<file path="src/icosphere_triangle_subdivider_assert.svh">
// Assertion macros for the icosphere triangle subdivider.
`ifndef ICOSPHERE_TRIANGLE_SUBDIVIDER_ASSERT_SVH
`define ICOSPHERE_TRIANGLE_SUBDIVIDER_ASSERT_SVH
`ifndef SYNTH
// The consequent holds in the same cycle as the antecedent.
`define ITSUB_ASSERT_SAME(label, ante, cons) \
    label: assert property (@(posedge clk) disable iff (!rst_n) (ante) |-> (cons)) \
    else $error("assertion failed");
// The consequent holds in the cycle after the antecedent.
`define ITSUB_ASSERT_NEXT(label, ante, cons) \
    label: assert property (@(posedge clk) disable iff (!rst_n) (ante) |=> (cons)) \
    else $error("assertion failed");
`else
`define ITSUB_ASSERT_SAME(label, ante, cons)
`define ITSUB_ASSERT_NEXT(label, ante, cons)
`endif
`endif

</file>
<file path="src/itsub_pkg.sv">
package itsub_pkg;

    localparam int FRAC_BITS  = 14;
    localparam int MAX_DEPTH  = 3;
    localparam int NUM_FACES  = 20;
    localparam int ADDR_W     = 5;
    localparam int COUNT_W    = 7;

    // Table constants X and Z reduced to Q1.14.
    localparam logic signed [15:0] X_VAL = 16'sd8614;
    localparam logic signed [15:0] Z_VAL = 16'sd13937;

    // Component codes of the twelve icosahedron vertices.
    localparam logic [2:0] C_ZERO = 3'd0;
    localparam logic [2:0] C_PX   = 3'd1;
    localparam logic [2:0] C_NX   = 3'd2;
    localparam logic [2:0] C_PZ   = 3'd3;
    localparam logic [2:0] C_NZ   = 3'd4;

    typedef struct packed {
        logic signed [15:0] x;
        logic signed [15:0] y;
        logic signed [15:0] z;
    } vec3_t;

    // A face waiting in the queue between front and back.
    typedef struct packed {
        logic       valid;
        logic [4:0] face;
    } itsub_job_t;

    localparam logic [2:0] VERT_CODE [12][3] = '{
        '{C_NX, C_ZERO, C_PZ}, '{C_PX, C_ZERO, C_PZ}, '{C_NX, C_ZERO, C_NZ},
        '{C_PX, C_ZERO, C_NZ}, '{C_ZERO, C_PZ, C_PX}, '{C_ZERO, C_PZ, C_NX},
        '{C_ZERO, C_NZ, C_PX}, '{C_ZERO, C_NZ, C_NX}, '{C_PZ, C_PX, C_ZERO},
        '{C_NZ, C_PX, C_ZERO}, '{C_PZ, C_NX, C_ZERO}, '{C_NZ, C_NX, C_ZERO}
    };

    localparam logic [3:0] FACE_CORNERS [20][3] = '{
        '{4'd0, 4'd4, 4'd1},  '{4'd0, 4'd9, 4'd4},  '{4'd9, 4'd5, 4'd4},
        '{4'd4, 4'd5, 4'd8},  '{4'd4, 4'd8, 4'd1},  '{4'd8, 4'd10, 4'd1},
        '{4'd8, 4'd3, 4'd10}, '{4'd5, 4'd3, 4'd8},  '{4'd5, 4'd2, 4'd3},
        '{4'd2, 4'd7, 4'd3},  '{4'd7, 4'd10, 4'd3}, '{4'd7, 4'd6, 4'd10},
        '{4'd7, 4'd11, 4'd6}, '{4'd11, 4'd0, 4'd6}, '{4'd0, 4'd1, 4'd6},
        '{4'd6, 4'd1, 4'd10}, '{4'd9, 4'd0, 4'd11}, '{4'd9, 4'd11, 4'd2},
        '{4'd9, 4'd2, 4'd5},  '{4'd7, 4'd2, 4'd11}
    };

    function automatic logic signed [15:0] code_value(input logic [2:0] code);
        case (code)
            C_PX:    code_value = X_VAL;
            C_NX:    code_value = -X_VAL;
            C_PZ:    code_value = Z_VAL;
            C_NZ:    code_value = -Z_VAL;
            default: code_value = 16'sd0;
        endcase
    endfunction

    // Corner number corner (0..2) of face face (0..19).
    function automatic vec3_t corner_vec(input logic [4:0] face, input logic [1:0] corner);
        logic [3:0] v;
        vec3_t r;
        v = FACE_CORNERS[face][corner];
        r.x = code_value(VERT_CODE[v][0]);
        r.y = code_value(VERT_CODE[v][1]);
        r.z = code_value(VERT_CODE[v][2]);
        corner_vec = r;
    endfunction

endpackage

</file>
<file path="src/itsub_if.sv">
interface itsub_face_if;
    import itsub_pkg::*;
    logic       valid;
    logic       ready;
    logic [4:0] face_index;
    modport source (output valid, output face_index, input ready);
    modport sink (input valid, input face_index, output ready);
endinterface

interface itsub_tri_if;
    import itsub_pkg::*;
    logic              valid;
    logic              ready;
    logic signed [15:0] ax, ay, az, bx, by_coord, bz, cx, cy, cz;
    logic              last_of_face;
    modport source (output valid, output ax, output ay, output az, output bx,
                    output by_coord, output bz, output cx, output cy, output cz,
                    output last_of_face, input ready);
    modport sink (input valid, input ax, input ay, input az, input bx,
                  input by_coord, input bz, input cx, input cy, input cz,
                  input last_of_face, output ready);
endinterface

</file>
<file path="src/itsub_front.sv">
module itsub_front
    import itsub_pkg::*;
(
    input  logic         clk,
    input  logic         rst_n,
    itsub_face_if.sink   faces,
    input  logic         pop,
    output itsub_job_t   job
);

    logic [4:0] slot_reg [2];
    logic       wr_ptr_reg, rd_ptr_reg;
    logic [1:0] count_reg;
    logic       push;

    // Faces outside the table are taken and dropped.
    assign faces.ready = (count_reg != 2'd2);
    assign push = faces.valid && faces.ready && (faces.face_index < 5'(NUM_FACES));

    assign job.valid = (count_reg != 2'd0);
    assign job.face  = slot_reg[rd_ptr_reg];

    // Two-entry queue toward the back end.
    always_ff @(posedge clk or negedge rst_n)
    begin
        if (!rst_n)
        begin
            wr_ptr_reg <= 1'b0;
            rd_ptr_reg <= 1'b0;
            count_reg  <= 2'd0;
        end
        else
        begin
            if (push)
            begin
                slot_reg[wr_ptr_reg] <= faces.face_index;
                wr_ptr_reg <= ~wr_ptr_reg;
            end
            if (pop)
            begin
                rd_ptr_reg <= ~rd_ptr_reg;
            end
            count_reg <= count_reg + 2'(push) - 2'(pop);
        end
    end

endmodule

</file>
<file path="src/itsub_norm.sv">
module itsub_norm
    import itsub_pkg::*;
(
    input  logic  clk,
    input  logic  rst_n,
    input  logic  start,
    input  vec3_t a,
    input  vec3_t b,
    output logic  done,
    output vec3_t res
);

    typedef enum logic [2:0] {N_IDLE, N_SUM, N_SQ, N_SQRT, N_DINIT, N_DSTEP} nstate_t;

    nstate_t            state_reg;
    logic signed [16:0] s_reg [3];
    logic [15:0]        m_reg [3];
    logic [31:0]        prod_reg, n_reg, r_reg, bit_reg;
    logic [1:0]         idx_reg;
    logic [3:0]         step_reg;
    logic [15:0]        d_reg, rem_reg;
    logic [14:0]        lo_reg, q_reg;
    logic               done_reg;
    vec3_t              res_reg;

    logic [32:0] trial;
    logic [29:0] num;
    logic [16:0] shifted;
    logic [15:0] mcur;
    logic [14:0] qnew;
    logic [15:0] signed_q;

    assign done = done_reg;
    assign res  = res_reg;

    // Square root trial and division step datapath.
    always_comb
    begin
        trial   = {1'b0, r_reg} + {1'b0, bit_reg};
        mcur    = m_reg[idx_reg];
        num     = {mcur, 14'b0} + 30'(d_reg >> 1);
        shifted = {rem_reg, lo_reg[14]};
        qnew    = {q_reg[13:0], (shifted >= {1'b0, d_reg})};
        signed_q = s_reg[idx_reg][16] ? -{1'b0, qnew} : {1'b0, qnew};
    end

    always_ff @(posedge clk or negedge rst_n)
    begin
        if (!rst_n)
        begin
            state_reg <= N_IDLE;
            done_reg  <= 1'b0;
        end
        else
        begin
            done_reg <= 1'b0;
            case (state_reg)
                N_IDLE:
                begin
                    if (start)
                    begin
                        s_reg[0] <= 17'(a.x) + 17'(b.x);
                        s_reg[1] <= 17'(a.y) + 17'(b.y);
                        s_reg[2] <= 17'(a.z) + 17'(b.z);
                        state_reg <= N_SUM;
                    end
                end
                N_SUM:
                begin
                    // Magnitudes of the summed components.
                    for (int j = 0; j < 3; j++)
                    begin
                        m_reg[j] <= s_reg[j][16] ? 16'(-s_reg[j]) : 16'(s_reg[j]);
                    end
                    prod_reg  <= 32'd0;
                    n_reg     <= 32'd0;
                    idx_reg   <= 2'd0;
                    state_reg <= N_SQ;
                end
                N_SQ:
                begin
                    // One square per cycle, each accumulated in the following cycle.
                    prod_reg <= (idx_reg == 2'd3) ? 32'd0 : mcur * mcur;
                    n_reg    <= n_reg + prod_reg;
                    idx_reg  <= idx_reg + 2'd1;
                    if (idx_reg == 2'd3)
                    begin
                        r_reg     <= 32'd0;
                        bit_reg   <= 32'h4000_0000;
                        step_reg  <= 4'd0;
                        state_reg <= N_SQRT;
                    end
                end
                N_SQRT:
                begin
                    // Bit by bit integer square root, two radicand bits a cycle.
                    if ({1'b0, n_reg} >= trial)
                    begin
                        n_reg <= n_reg - trial[31:0];
                        r_reg <= (r_reg >> 1) + bit_reg;
                    end
                    else
                    begin
                        r_reg <= r_reg >> 1;
                    end
                    bit_reg  <= bit_reg >> 2;
                    step_reg <= step_reg + 4'd1;
                    if (step_reg == 4'd15)
                    begin
                        idx_reg <= 2'd0;
                        if ({1'b0, n_reg} >= trial)
                        begin
                            d_reg <= 16'((r_reg >> 1) + bit_reg);
                        end
                        else
                        begin
                            d_reg <= 16'(r_reg >> 1);
                        end
                        state_reg <= N_DINIT;
                    end
                end
                N_DINIT:
                begin
                    if (d_reg == 16'd0)
                    begin
                        // Zero-length sum is passed through unchanged.
                        res_reg.x <= 16'(s_reg[0]);
                        res_reg.y <= 16'(s_reg[1]);
                        res_reg.z <= 16'(s_reg[2]);
                        done_reg  <= 1'b1;
                        state_reg <= N_IDLE;
                    end
                    else
                    begin
                        // The upper quotient bits are known zero.
                        rem_reg   <= {1'b0, num[29:15]};
                        lo_reg    <= num[14:0];
                        q_reg     <= 15'd0;
                        step_reg  <= 4'd0;
                        state_reg <= N_DSTEP;
                    end
                end
                N_DSTEP:
                begin
                    // Restoring division, one quotient bit a cycle.
                    if (shifted >= {1'b0, d_reg})
                    begin
                        rem_reg <= 16'(shifted - {1'b0, d_reg});
                    end
                    else
                    begin
                        rem_reg <= shifted[15:0];
                    end
                    lo_reg   <= {lo_reg[13:0], 1'b0};
                    q_reg    <= qnew;
                    step_reg <= step_reg + 4'd1;
                    if (step_reg == 4'd14)
                    begin
                        case (idx_reg)
                            2'd0:    res_reg.x <= signed_q;
                            2'd1:    res_reg.y <= signed_q;
                            default: res_reg.z <= signed_q;
                        endcase
                        if (idx_reg == 2'd2)
                        begin
                            done_reg  <= 1'b1;
                            state_reg <= N_IDLE;
                        end
                        else
                        begin
                            idx_reg   <= idx_reg + 2'd1;
                            state_reg <= N_DINIT;
                        end
                    end
                end
                default: state_reg <= N_IDLE;
            endcase
        end
    end

endmodule

</file>
<file path="src/itsub_back.sv">
module itsub_back
    import itsub_pkg::*;
(
    input  logic        clk,
    input  logic        rst_n,
    input  logic [1:0]  depth,
    input  itsub_job_t  job,
    output logic        pop,
    itsub_tri_if.source tris
);

    typedef enum logic [3:0] {
        B_IDLE, B_LOAD, B_DESC, B_RDA, B_RDB, B_RDW, B_NORM, B_COPY, B_CPWR,
        B_EMIT, B_GRAB, B_PUSH, B_ASC
    } bstate_t;

    bstate_t          state_reg;
    vec3_t            mem [24];
    vec3_t            rd_data_reg;
    logic [4:0]       face_reg;
    logic [1:0]       lvl_reg, cl_reg, i_reg, k_reg;
    logic [1:0]       cp_reg [3];
    logic [COUNT_W-1:0] cnt_reg;
    vec3_t            opa_reg, opb_reg;
    vec3_t            tri_reg [3];
    logic             ov_reg, last_reg, start_reg;
    vec3_t            oa_reg, ob_reg, oc_reg;

    logic [ADDR_W-1:0] rd_addr, wr_addr, lvl_base, cl_base;
    logic              wr_en;
    vec3_t             wr_data, norm_res;
    logic              norm_done;
    logic              load_out;
    logic [COUNT_W-1:0] total;

    itsub_norm u_norm (
        .clk   (clk),
        .rst_n (rst_n),
        .start (start_reg),
        .a     (opa_reg),
        .b     (opb_reg),
        .done  (norm_done),
        .res   (norm_res)
    );

    // Slot 0..5 of level that is picked as corner i of child k.
    function automatic logic [2:0] pick_slot(input logic [1:0] k, input logic [1:0] i);
        logic [2:0] s;
        case ({k, i})
            4'b00_00: s = 3'd0;
            4'b00_01: s = 3'd3;
            4'b00_10: s = 3'd5;
            4'b01_00: s = 3'd1;
            4'b01_01: s = 3'd4;
            4'b01_10: s = 3'd3;
            4'b10_00: s = 3'd2;
            4'b10_01: s = 3'd5;
            4'b10_10: s = 3'd4;
            4'b11_00: s = 3'd3;
            4'b11_01: s = 3'd4;
            default:  s = 3'd5;
        endcase
        pick_slot = s;
    endfunction

    always_comb
    begin
        lvl_base = (ADDR_W'(lvl_reg) << 2) + (ADDR_W'(lvl_reg) << 1);
        cl_base  = (ADDR_W'(cl_reg) << 2) + (ADDR_W'(cl_reg) << 1);
        total    = COUNT_W'(1) << {depth, 1'b0};
        load_out = (state_reg == B_PUSH) && (!ov_reg || tris.ready);
        rd_addr  = lvl_base + ADDR_W'(i_reg);
        wr_addr  = ADDR_W'(i_reg);
        wr_data  = corner_vec(face_reg, i_reg);
        wr_en    = 1'b0;
        case (state_reg)
            B_LOAD:
            begin
                wr_en = 1'b1;
            end
            B_RDA:
            begin
                rd_addr = lvl_base + ADDR_W'(k_reg);
            end
            B_RDB:
            begin
                rd_addr = lvl_base + ((k_reg == 2'd2) ? ADDR_W'(0) : ADDR_W'(k_reg + 2'd1));
            end
            B_NORM:
            begin
                wr_en   = norm_done;
                wr_addr = lvl_base + ADDR_W'(3) + ADDR_W'(k_reg);
                wr_data = norm_res;
            end
            B_COPY:
            begin
                rd_addr = cl_base + ADDR_W'(pick_slot(cp_reg[cl_reg], i_reg));
            end
            B_CPWR:
            begin
                wr_en   = 1'b1;
                wr_addr = cl_base + ADDR_W'(6) + ADDR_W'(i_reg);
                wr_data = rd_data_reg;
            end
            default:
            begin
                wr_en = 1'b0;
            end
        endcase
    end

    // Vertex store: three corners and three midpoints per level, registered read.
    always_ff @(posedge clk)
    begin
        if (wr_en)
        begin
            mem[wr_addr] <= wr_data;
        end
        rd_data_reg <= mem[rd_addr];
    end

    assign pop = (state_reg == B_IDLE) && job.valid;

    assign tris.valid        = ov_reg;
    assign tris.ax           = oa_reg.x;
    assign tris.ay           = oa_reg.y;
    assign tris.az           = oa_reg.z;
    assign tris.bx           = ob_reg.x;
    assign tris.by_coord     = ob_reg.y;
    assign tris.bz           = ob_reg.z;
    assign tris.cx           = oc_reg.x;
    assign tris.cy           = oc_reg.y;
    assign tris.cz           = oc_reg.z;
    assign tris.last_of_face = last_reg;

    // Recursion sequencer and output register.
    always_ff @(posedge clk or negedge rst_n)
    begin
        if (!rst_n)
        begin
            state_reg <= B_IDLE;
            ov_reg    <= 1'b0;
            start_reg <= 1'b0;
            lvl_reg   <= 2'd0;
            cp_reg    <= '{2'd0, 2'd0, 2'd0};
        end
        else
        begin
            start_reg <= 1'b0;
            if (load_out)
            begin
                ov_reg <= 1'b1;
            end
            else if (tris.ready)
            begin
                ov_reg <= 1'b0;
            end
            case (state_reg)
                B_IDLE:
                begin
                    if (job.valid)
                    begin
                        face_reg  <= job.face;
                        i_reg     <= 2'd0;
                        cnt_reg   <= '0;
                        state_reg <= B_LOAD;
                    end
                end
                B_LOAD:
                begin
                    i_reg <= i_reg + 2'd1;
                    if (i_reg == 2'd2)
                    begin
                        lvl_reg   <= 2'd0;
                        state_reg <= B_DESC;
                    end
                end
                B_DESC:
                begin
                    i_reg <= 2'd0;
                    k_reg <= 2'd0;
                    state_reg <= (lvl_reg < depth) ? B_RDA : B_EMIT;
                end
                B_RDA:
                begin
                    state_reg <= B_RDB;
                end
                B_RDB:
                begin
                    opa_reg   <= rd_data_reg;
                    state_reg <= B_RDW;
                end
                B_RDW:
                begin
                    opb_reg   <= rd_data_reg;
                    start_reg <= 1'b1;
                    state_reg <= B_NORM;
                end
                B_NORM:
                begin
                    if (norm_done)
                    begin
                        if (k_reg == 2'd2)
                        begin
                            cp_reg[lvl_reg] <= 2'd0;
                            cl_reg          <= lvl_reg;
                            i_reg           <= 2'd0;
                            state_reg       <= B_COPY;
                        end
                        else
                        begin
                            k_reg     <= k_reg + 2'd1;
                            state_reg <= B_RDA;
                        end
                    end
                end
                B_COPY:
                begin
                    state_reg <= B_CPWR;
                end
                B_CPWR:
                begin
                    i_reg <= i_reg + 2'd1;
                    if (i_reg == 2'd2)
                    begin
                        lvl_reg   <= cl_reg + 2'd1;
                        state_reg <= B_DESC;
                    end
                    else
                    begin
                        state_reg <= B_COPY;
                    end
                end
                B_EMIT:
                begin
                    state_reg <= B_GRAB;
                end
                B_GRAB:
                begin
                    tri_reg[i_reg] <= rd_data_reg;
                    i_reg <= i_reg + 2'd1;
                    if (i_reg == 2'd2)
                    begin
                        state_reg <= B_PUSH;
                    end
                    else
                    begin
                        state_reg <= B_EMIT;
                    end
                end
                B_PUSH:
                begin
                    if (load_out)
                    begin
                        oa_reg    <= tri_reg[0];
                        ob_reg    <= tri_reg[1];
                        oc_reg    <= tri_reg[2];
                        last_reg  <= ((cnt_reg + COUNT_W'(1)) == total);
                        cnt_reg   <= cnt_reg + COUNT_W'(1);
                        state_reg <= B_ASC;
                    end
                end
                B_ASC:
                begin
                    // Climb until a level still has a child to visit.
                    if (lvl_reg == 2'd0)
                    begin
                        state_reg <= B_IDLE;
                    end
                    else if (cp_reg[lvl_reg - 2'd1] < 2'd3)
                    begin
                        cp_reg[lvl_reg - 2'd1] <= cp_reg[lvl_reg - 2'd1] + 2'd1;
                        cl_reg    <= lvl_reg - 2'd1;
                        i_reg     <= 2'd0;
                        state_reg <= B_COPY;
                    end
                    else
                    begin
                        lvl_reg <= lvl_reg - 2'd1;
                    end
                end
                default: state_reg <= B_IDLE;
            endcase
        end
    end

endmodule

</file>
<file path="src/icosphere_triangle_subdivider.sv">
// Icosphere triangle subdivider.
// Channel faces carries one icosahedron face index (0..19) a beat; an index
// above 19 is taken and produces no triangles. Channel tris returns the leaf
// triangles of that face, 4^depth beats, nine Q1.14 coordinates each, with
// last_of_face set on the final beat. cfg_we/cfg_wdata write the subdivision
// depth (reset 1); write it only while the block is idle.
// A two-entry face queue parts the input side from the recursion sequencer.
// Each midpoint runs through one shared iterative unit: operand reads, a start
// strobe, a sum of the two corners, the squares of the summed components, a bit
// by bit square root and three restoring divisions. A split computes three
// midpoints and then copies the corners of its first child; each later sibling
// gets a copy of its own. Faces are worked one at a time.
// Reset clears the queue, the sequencer and the output register; the vertex
// store needs no clearing. When tris stalls, the held beat waits in the output
// register, the sequencer stops at its next triangle, and faces keeps
// accepting until the queue is full.
module icosphere_triangle_subdivider
    import itsub_pkg::*;
(
    input  logic        clk,
    input  logic        rst_n,
    itsub_face_if.sink  faces,
    itsub_tri_if.source tris,
    input  logic        cfg_we,
    input  logic [1:0]  cfg_wdata
);

    `include "icosphere_triangle_subdivider_assert.svh"

    logic [1:0] depth_reg;
    itsub_job_t job;
    logic       pop;

    // Depth register.
    always_ff @(posedge clk or negedge rst_n)
    begin
        if (!rst_n)
        begin
            depth_reg <= 2'd1;
        end
        else if (cfg_we)
        begin
            depth_reg <= cfg_wdata;
        end
    end

    itsub_front u_front (
        .clk   (clk),
        .rst_n (rst_n),
        .faces (faces),
        .pop   (pop),
        .job   (job)
    );

    itsub_back u_back (
        .clk   (clk),
        .rst_n (rst_n),
        .depth (depth_reg),
        .job   (job),
        .pop   (pop),
        .tris  (tris)
    );

    // The back end takes a face only when the queue holds one.
    `ITSUB_ASSERT_SAME(a_pop_needs_job, pop, job.valid)
    // A full queue always has a face to hand over.
    `ITSUB_ASSERT_SAME(a_stall_means_queued, !faces.ready, job.valid)

endmodule

</file>
<file path="src/flat_wrapper.sv">
// flat-port wrapper written by rule: the top's interface ports become plain ports
module icosphere_triangle_subdivider_flat import itsub_pkg::*;
  (clk, rst_n, cfg_we, cfg_wdata, faces_valid, faces_face_index, faces_ready, tris_valid, tris_ax, tris_ay, tris_az, tris_bx, tris_by_coord, tris_bz, tris_cx, tris_cy, tris_cz, tris_last_of_face, tris_ready);
  itsub_face_if faces_i ();
  itsub_tri_if tris_i ();
  input  logic clk;
  input  logic rst_n;
  input  logic cfg_we;
  input  logic [1:0] cfg_wdata;
  input wire logic [$bits(faces_i.valid)-1:0] faces_valid;
  input wire logic [$bits(faces_i.face_index)-1:0] faces_face_index;
  output wire logic [$bits(faces_i.ready)-1:0] faces_ready;
  output wire logic [$bits(tris_i.valid)-1:0] tris_valid;
  output wire logic [$bits(tris_i.ax)-1:0] tris_ax;
  output wire logic [$bits(tris_i.ay)-1:0] tris_ay;
  output wire logic [$bits(tris_i.az)-1:0] tris_az;
  output wire logic [$bits(tris_i.bx)-1:0] tris_bx;
  output wire logic [$bits(tris_i.by_coord)-1:0] tris_by_coord;
  output wire logic [$bits(tris_i.bz)-1:0] tris_bz;
  output wire logic [$bits(tris_i.cx)-1:0] tris_cx;
  output wire logic [$bits(tris_i.cy)-1:0] tris_cy;
  output wire logic [$bits(tris_i.cz)-1:0] tris_cz;
  output wire logic [$bits(tris_i.last_of_face)-1:0] tris_last_of_face;
  input wire logic [$bits(tris_i.ready)-1:0] tris_ready;
  assign faces_i.valid = faces_valid;
  assign faces_i.face_index = faces_face_index;
  assign faces_ready = faces_i.ready;
  assign tris_valid = tris_i.valid;
  assign tris_ax = tris_i.ax;
  assign tris_ay = tris_i.ay;
  assign tris_az = tris_i.az;
  assign tris_bx = tris_i.bx;
  assign tris_by_coord = tris_i.by_coord;
  assign tris_bz = tris_i.bz;
  assign tris_cx = tris_i.cx;
  assign tris_cy = tris_i.cy;
  assign tris_cz = tris_i.cz;
  assign tris_last_of_face = tris_i.last_of_face;
  assign tris_i.ready = tris_ready;
  icosphere_triangle_subdivider u_core (.clk(clk), .rst_n(rst_n), .faces(faces_i), .tris(tris_i), .cfg_we(cfg_we), .cfg_wdata(cfg_wdata));
endmodule
</file>
<file path="config.mk">
export PLATFORM = sky130hd
export DESIGN_NAME = icosphere_triangle_subdivider_flat
export DESIGN_NICKNAME = d
export VERILOG_FILES = /design/src/itsub_pkg.sv /design/src/itsub_if.sv /design/src/itsub_front.sv /design/src/itsub_norm.sv /design/src/itsub_back.sv /design/src/icosphere_triangle_subdivider.sv /design/src/flat_wrapper.sv
export VERILOG_INCLUDE_DIRS = /design/src /design/src/src
export SDC_FILE = /design/constraint.sdc
export NUM_CORES = 2
export LEC_CHECK = 0
export BUFFER_PORTS_ARGS = -buffer_cell sky130_fd_sc_hd__buf_2
export CAP_MARGIN = 20
export CORE_MARGIN = 2
export CORE_UTILIZATION = 45
export CTS_BUF_LIST = sky130_fd_sc_hd__clkbuf_16
export DETAILED_ROUTE_END_ITERATION = 12
export MAX_ROUTING_LAYER = met4
export PLACE_DENSITY_LB_ADDON = 0.3
export SLEW_MARGIN = 20
export SYNTH_ARGS = -nofsm -noshare
export SYNTH_HDL_FRONTEND = slang
export SYNTH_SLANG_ARGS = --single-unit
export TNS_END_PERCENT = 1
</file>
<file path="constraint.sdc">
create_clock -name clk -period 8.1 [get_ports clk]
set_clock_uncertainty 0.05 [all_clocks]
set_input_delay 0 -clock clk [delete_from_list [all_inputs] [get_ports clk]]
set_output_delay 0 -clock clk [all_outputs]
set_load 0.02 [all_outputs]
</file>
==> reports/metrics.csv <==
stage,metric,value,unit
clock_network,"Clk Latency, worst-skew pair",0.89,ns
floorplanning,Die Wd,451,µm
clock_network,clock slew at reported path FFs,0.06,ns
yosys,Synth Cell Area,0.0901,mm²
worst_setup_path,FF-to-FF path depth,26,
clock_network,depth of the CTS H-tree,4,
worst_setup_path,WP data required,8.62,ns
floorplanning,initial core utilization,45.2,%
timing,max frequency,133,MHz
clock_network,CTS sink cnt,1964,
routing,initial DRC count,5546,
placement,DP HPWL,146000,µm
global_route,vias in the first global route,54000,
timing,final worst path period share,92.7,%
min_path,hold_sp,faces_valid,
timing,fin crit period,7.51,ns
global_route,initial antenna violation count,2,
yosys,syn_nets,6979,
yosys,leading area contributor after synthesis,edfxtp_1,
clock_network,CTS tree,yes,
clock_network,Root Driver,clkbuf_16,
yosys,Mapped Cells,6494,
run_status,outcome,finished clean,
routing,DRT antenna net count,0,
routing,WL/cell,23.9,µm
global_route,largest net degree at the start of global routing,145,
timing,relative slew slack,18.2,%
placement,placer congestion estimate,0.897,
yosys,"Warnings, synthesis",0,
cells_and_area,layout cells sized above 1,12.2,%
min_path,WHS Endpoint,u_core.u_front.wr_ptr_reg,
global_route,global-route wire length before repair,341000,µm
cells_and_area,Finished Core Util,50.6,%
yosys,largest family of logic cells by synthesized area,simple AND/OR/NAND/NOR gates,
yosys,Simple-Gate Fraction of Synth Area,9.72,%
yosys,synth cell count leaders,"edfxtp_1 (1890), nand2_1 (969), inv_1 (356), nor2_1 (344), a21oi_1 (316)",
worst_setup_path,CP peak stage delay,0.53,ns
timing,unrepaired setup endpoints after global routing,no,
min_path,Hold Crit Class,input pin to register,
floorplanning,die area,0.204,mm²
timing,# setup viols final,0,
routing,total number of vias,53900,
worst_setup_path,r2r setup slk,0.59,ns
worst_setup_path,Critical-path top delay cell,fa_1,
timing,Fin. Hold Viols,0,
timing,Max Slew Vio Count,0,
min_path,hold path depth,4,
placement,port bufs,158,
timing,slew of the pin with the lowest slew margin,1.21,ns
yosys,share of flip-flops with an asynchronous set or reset,1.22,%
cells_and_area,Fillers,16700,
global_route,total global-route track usage,23.0,%
yosys,post-synthesis xor/xnor area fraction,2.42,%
floorplanning,Die Height,451,µm
routing,drt pass-1 iters,6,
yosys,Synth Register Bits,1964,
yosys,Yosys top cell area share,63.0,%
cells_and_area,Largest register FFs,1152,
yosys,post-synthesis sequential area ratio,64.8,%
worst_setup_path,crit end category,register,
routing,drt drc,0,
cells_and_area,synthesis-to-finish area growth,12.0,%
worst_setup_path,CP Launch Type,register,
job,number of max-cap violations,0,
clock_network,TritonCTS Buffers,198,
global_route,grt total ovfl,0,
floorplanning,io pins,159,
yosys,Synth Area in Compound Gates,6.84,%
worst_setup_path,reg2reg end,u_core.u_back.u_norm.prod_reg[30],
yosys,post-synthesis mux area share,5.45,%
clock_network,Setup Buffers After CTS,0,
yosys,most frequent cell after synthesis,edfxtp_1,
yosys,adder-cell area share of the yosys netlist,8.00,%
floorplanning,CORE AREA,0.199,mm²
routing,number of vias per cell,5.65,
worst_setup_path,WS Path Type,register to register,
routing,final WL,228000,µm
floorplanning,FP Rows,164,
worst_setup_path,CP arrival,8.04,ns
yosys,Synth cell types,89,
clock_network,maximum clock path buffer count,3,
worst_setup_path,CP max FO,29,
yosys,ys flop type,edfxtp_1,
yosys,Area contributors post-synth,"edfxtp_1 (63%), mux4_2 (4.8%), ha_1 (4.2%)",
yosys,number of synthesized flops with an enable pin,1890,
yosys,Avg Inst Size Synth,13.9,µm²
cells_and_area,Layout Nets,7200,
timing,post-route setup TNS,0,ns
cell usage in the layout, fill, tap and decap left out, types with 68 or more instances in the layout:
cell type,n
buf_4,98
buf_2,158
a21oi_1,315
o31ai_1,68
nand2_1,966
nor2_1,315
and3_1,105
edfxtp_1,1890
xor2_1,79
o21ai_0,173
ha_1,302
mux4_2,193
a21o_1,75
inv_1,405
clkbuf_16,198
fa_1,171
nor3_1,141
xnor2_1,170
nand3_1,191
what timing repair did:
item,CTS,global route
hold endpoints to repair,66,0
endpoints found under the setup margin,0,1
resized for setup,0,1
hold buffers,20,0
logic make-up after synthesis:
logic type	after synthesis
buffers and inverters	623
muxes	245
adders and majority gates	473
DFF	1964
and+or+nand+nor	1979
xor gates and xnor gates	249
AOI/OAI and AO/OA	961
critical path: cells and delay by family, from the launching register on:
family	cells	cell delay, ns
xor gates and xnor gates	1	0.14
adders and majority gates	7	3.39
and+or+nand+nor	5	0.63
DFF	1	0.48
buffers and inverters	7	0.91
AOI/OAI and AO/OA	6	1.60
how the worst max path moves through the flow:
stage,startpoint,endpoint,cells past startpoint
after global routing,register,u_core.u_back.u_norm.prod_reg[30],26
after detailed placement,register,u_core.u_back.u_norm.prod_reg[30],27
after floorplan,register,u_core.u_back.u_norm.prod_reg[30],29
after global placement,register,u_core.u_back.u_norm.prod_reg[30],27
final,register,u_core.u_back.u_norm.prod_reg[30],26
after CTS,register,u_core.u_back.u_norm.prod_reg[30],27
through the flow:
stage                     setup WS (ns)  instances  hold WS, ns  cell area [µm²]
after floorplan                   0.954       6494       -0.346            90100
after global placement            0.511       9149       0.0242            94200
after detailed placement          0.522       9149       0.0223            94200
after CTS                         0.448       9535       0.0479           101000
after global routing              0.125       9539        0.122           101000
final                             0.588       9540        0.109           101000
routing by layer:
metal	vias to the layer above	part of all wire [%]	GRT usage, %
li1	24400	-	-
met5	-	0	-
met3	411	6.0	2.86
met1	27300	39	28.6
met2	1788	50	38.2
met4	0	4.3	9.42
final cells by class:
class	count	area [µm²]	share of cell area (%)
sequential	1964	58400	57.9
multi-input combinational	3907	29600	29.3
clock buffer	198	4950	4.91
tap	2656	3320	3.29
timing repair buffer	283	1860	1.84
clock inverter	168	1460	1.45
inverter	361	1360	1.34
antenna	3	7.51	0.00744
Power is left out: the tool's default activity adds up to more than one toggle a clock period on the data nets, which glitch-free logic cannot reach.
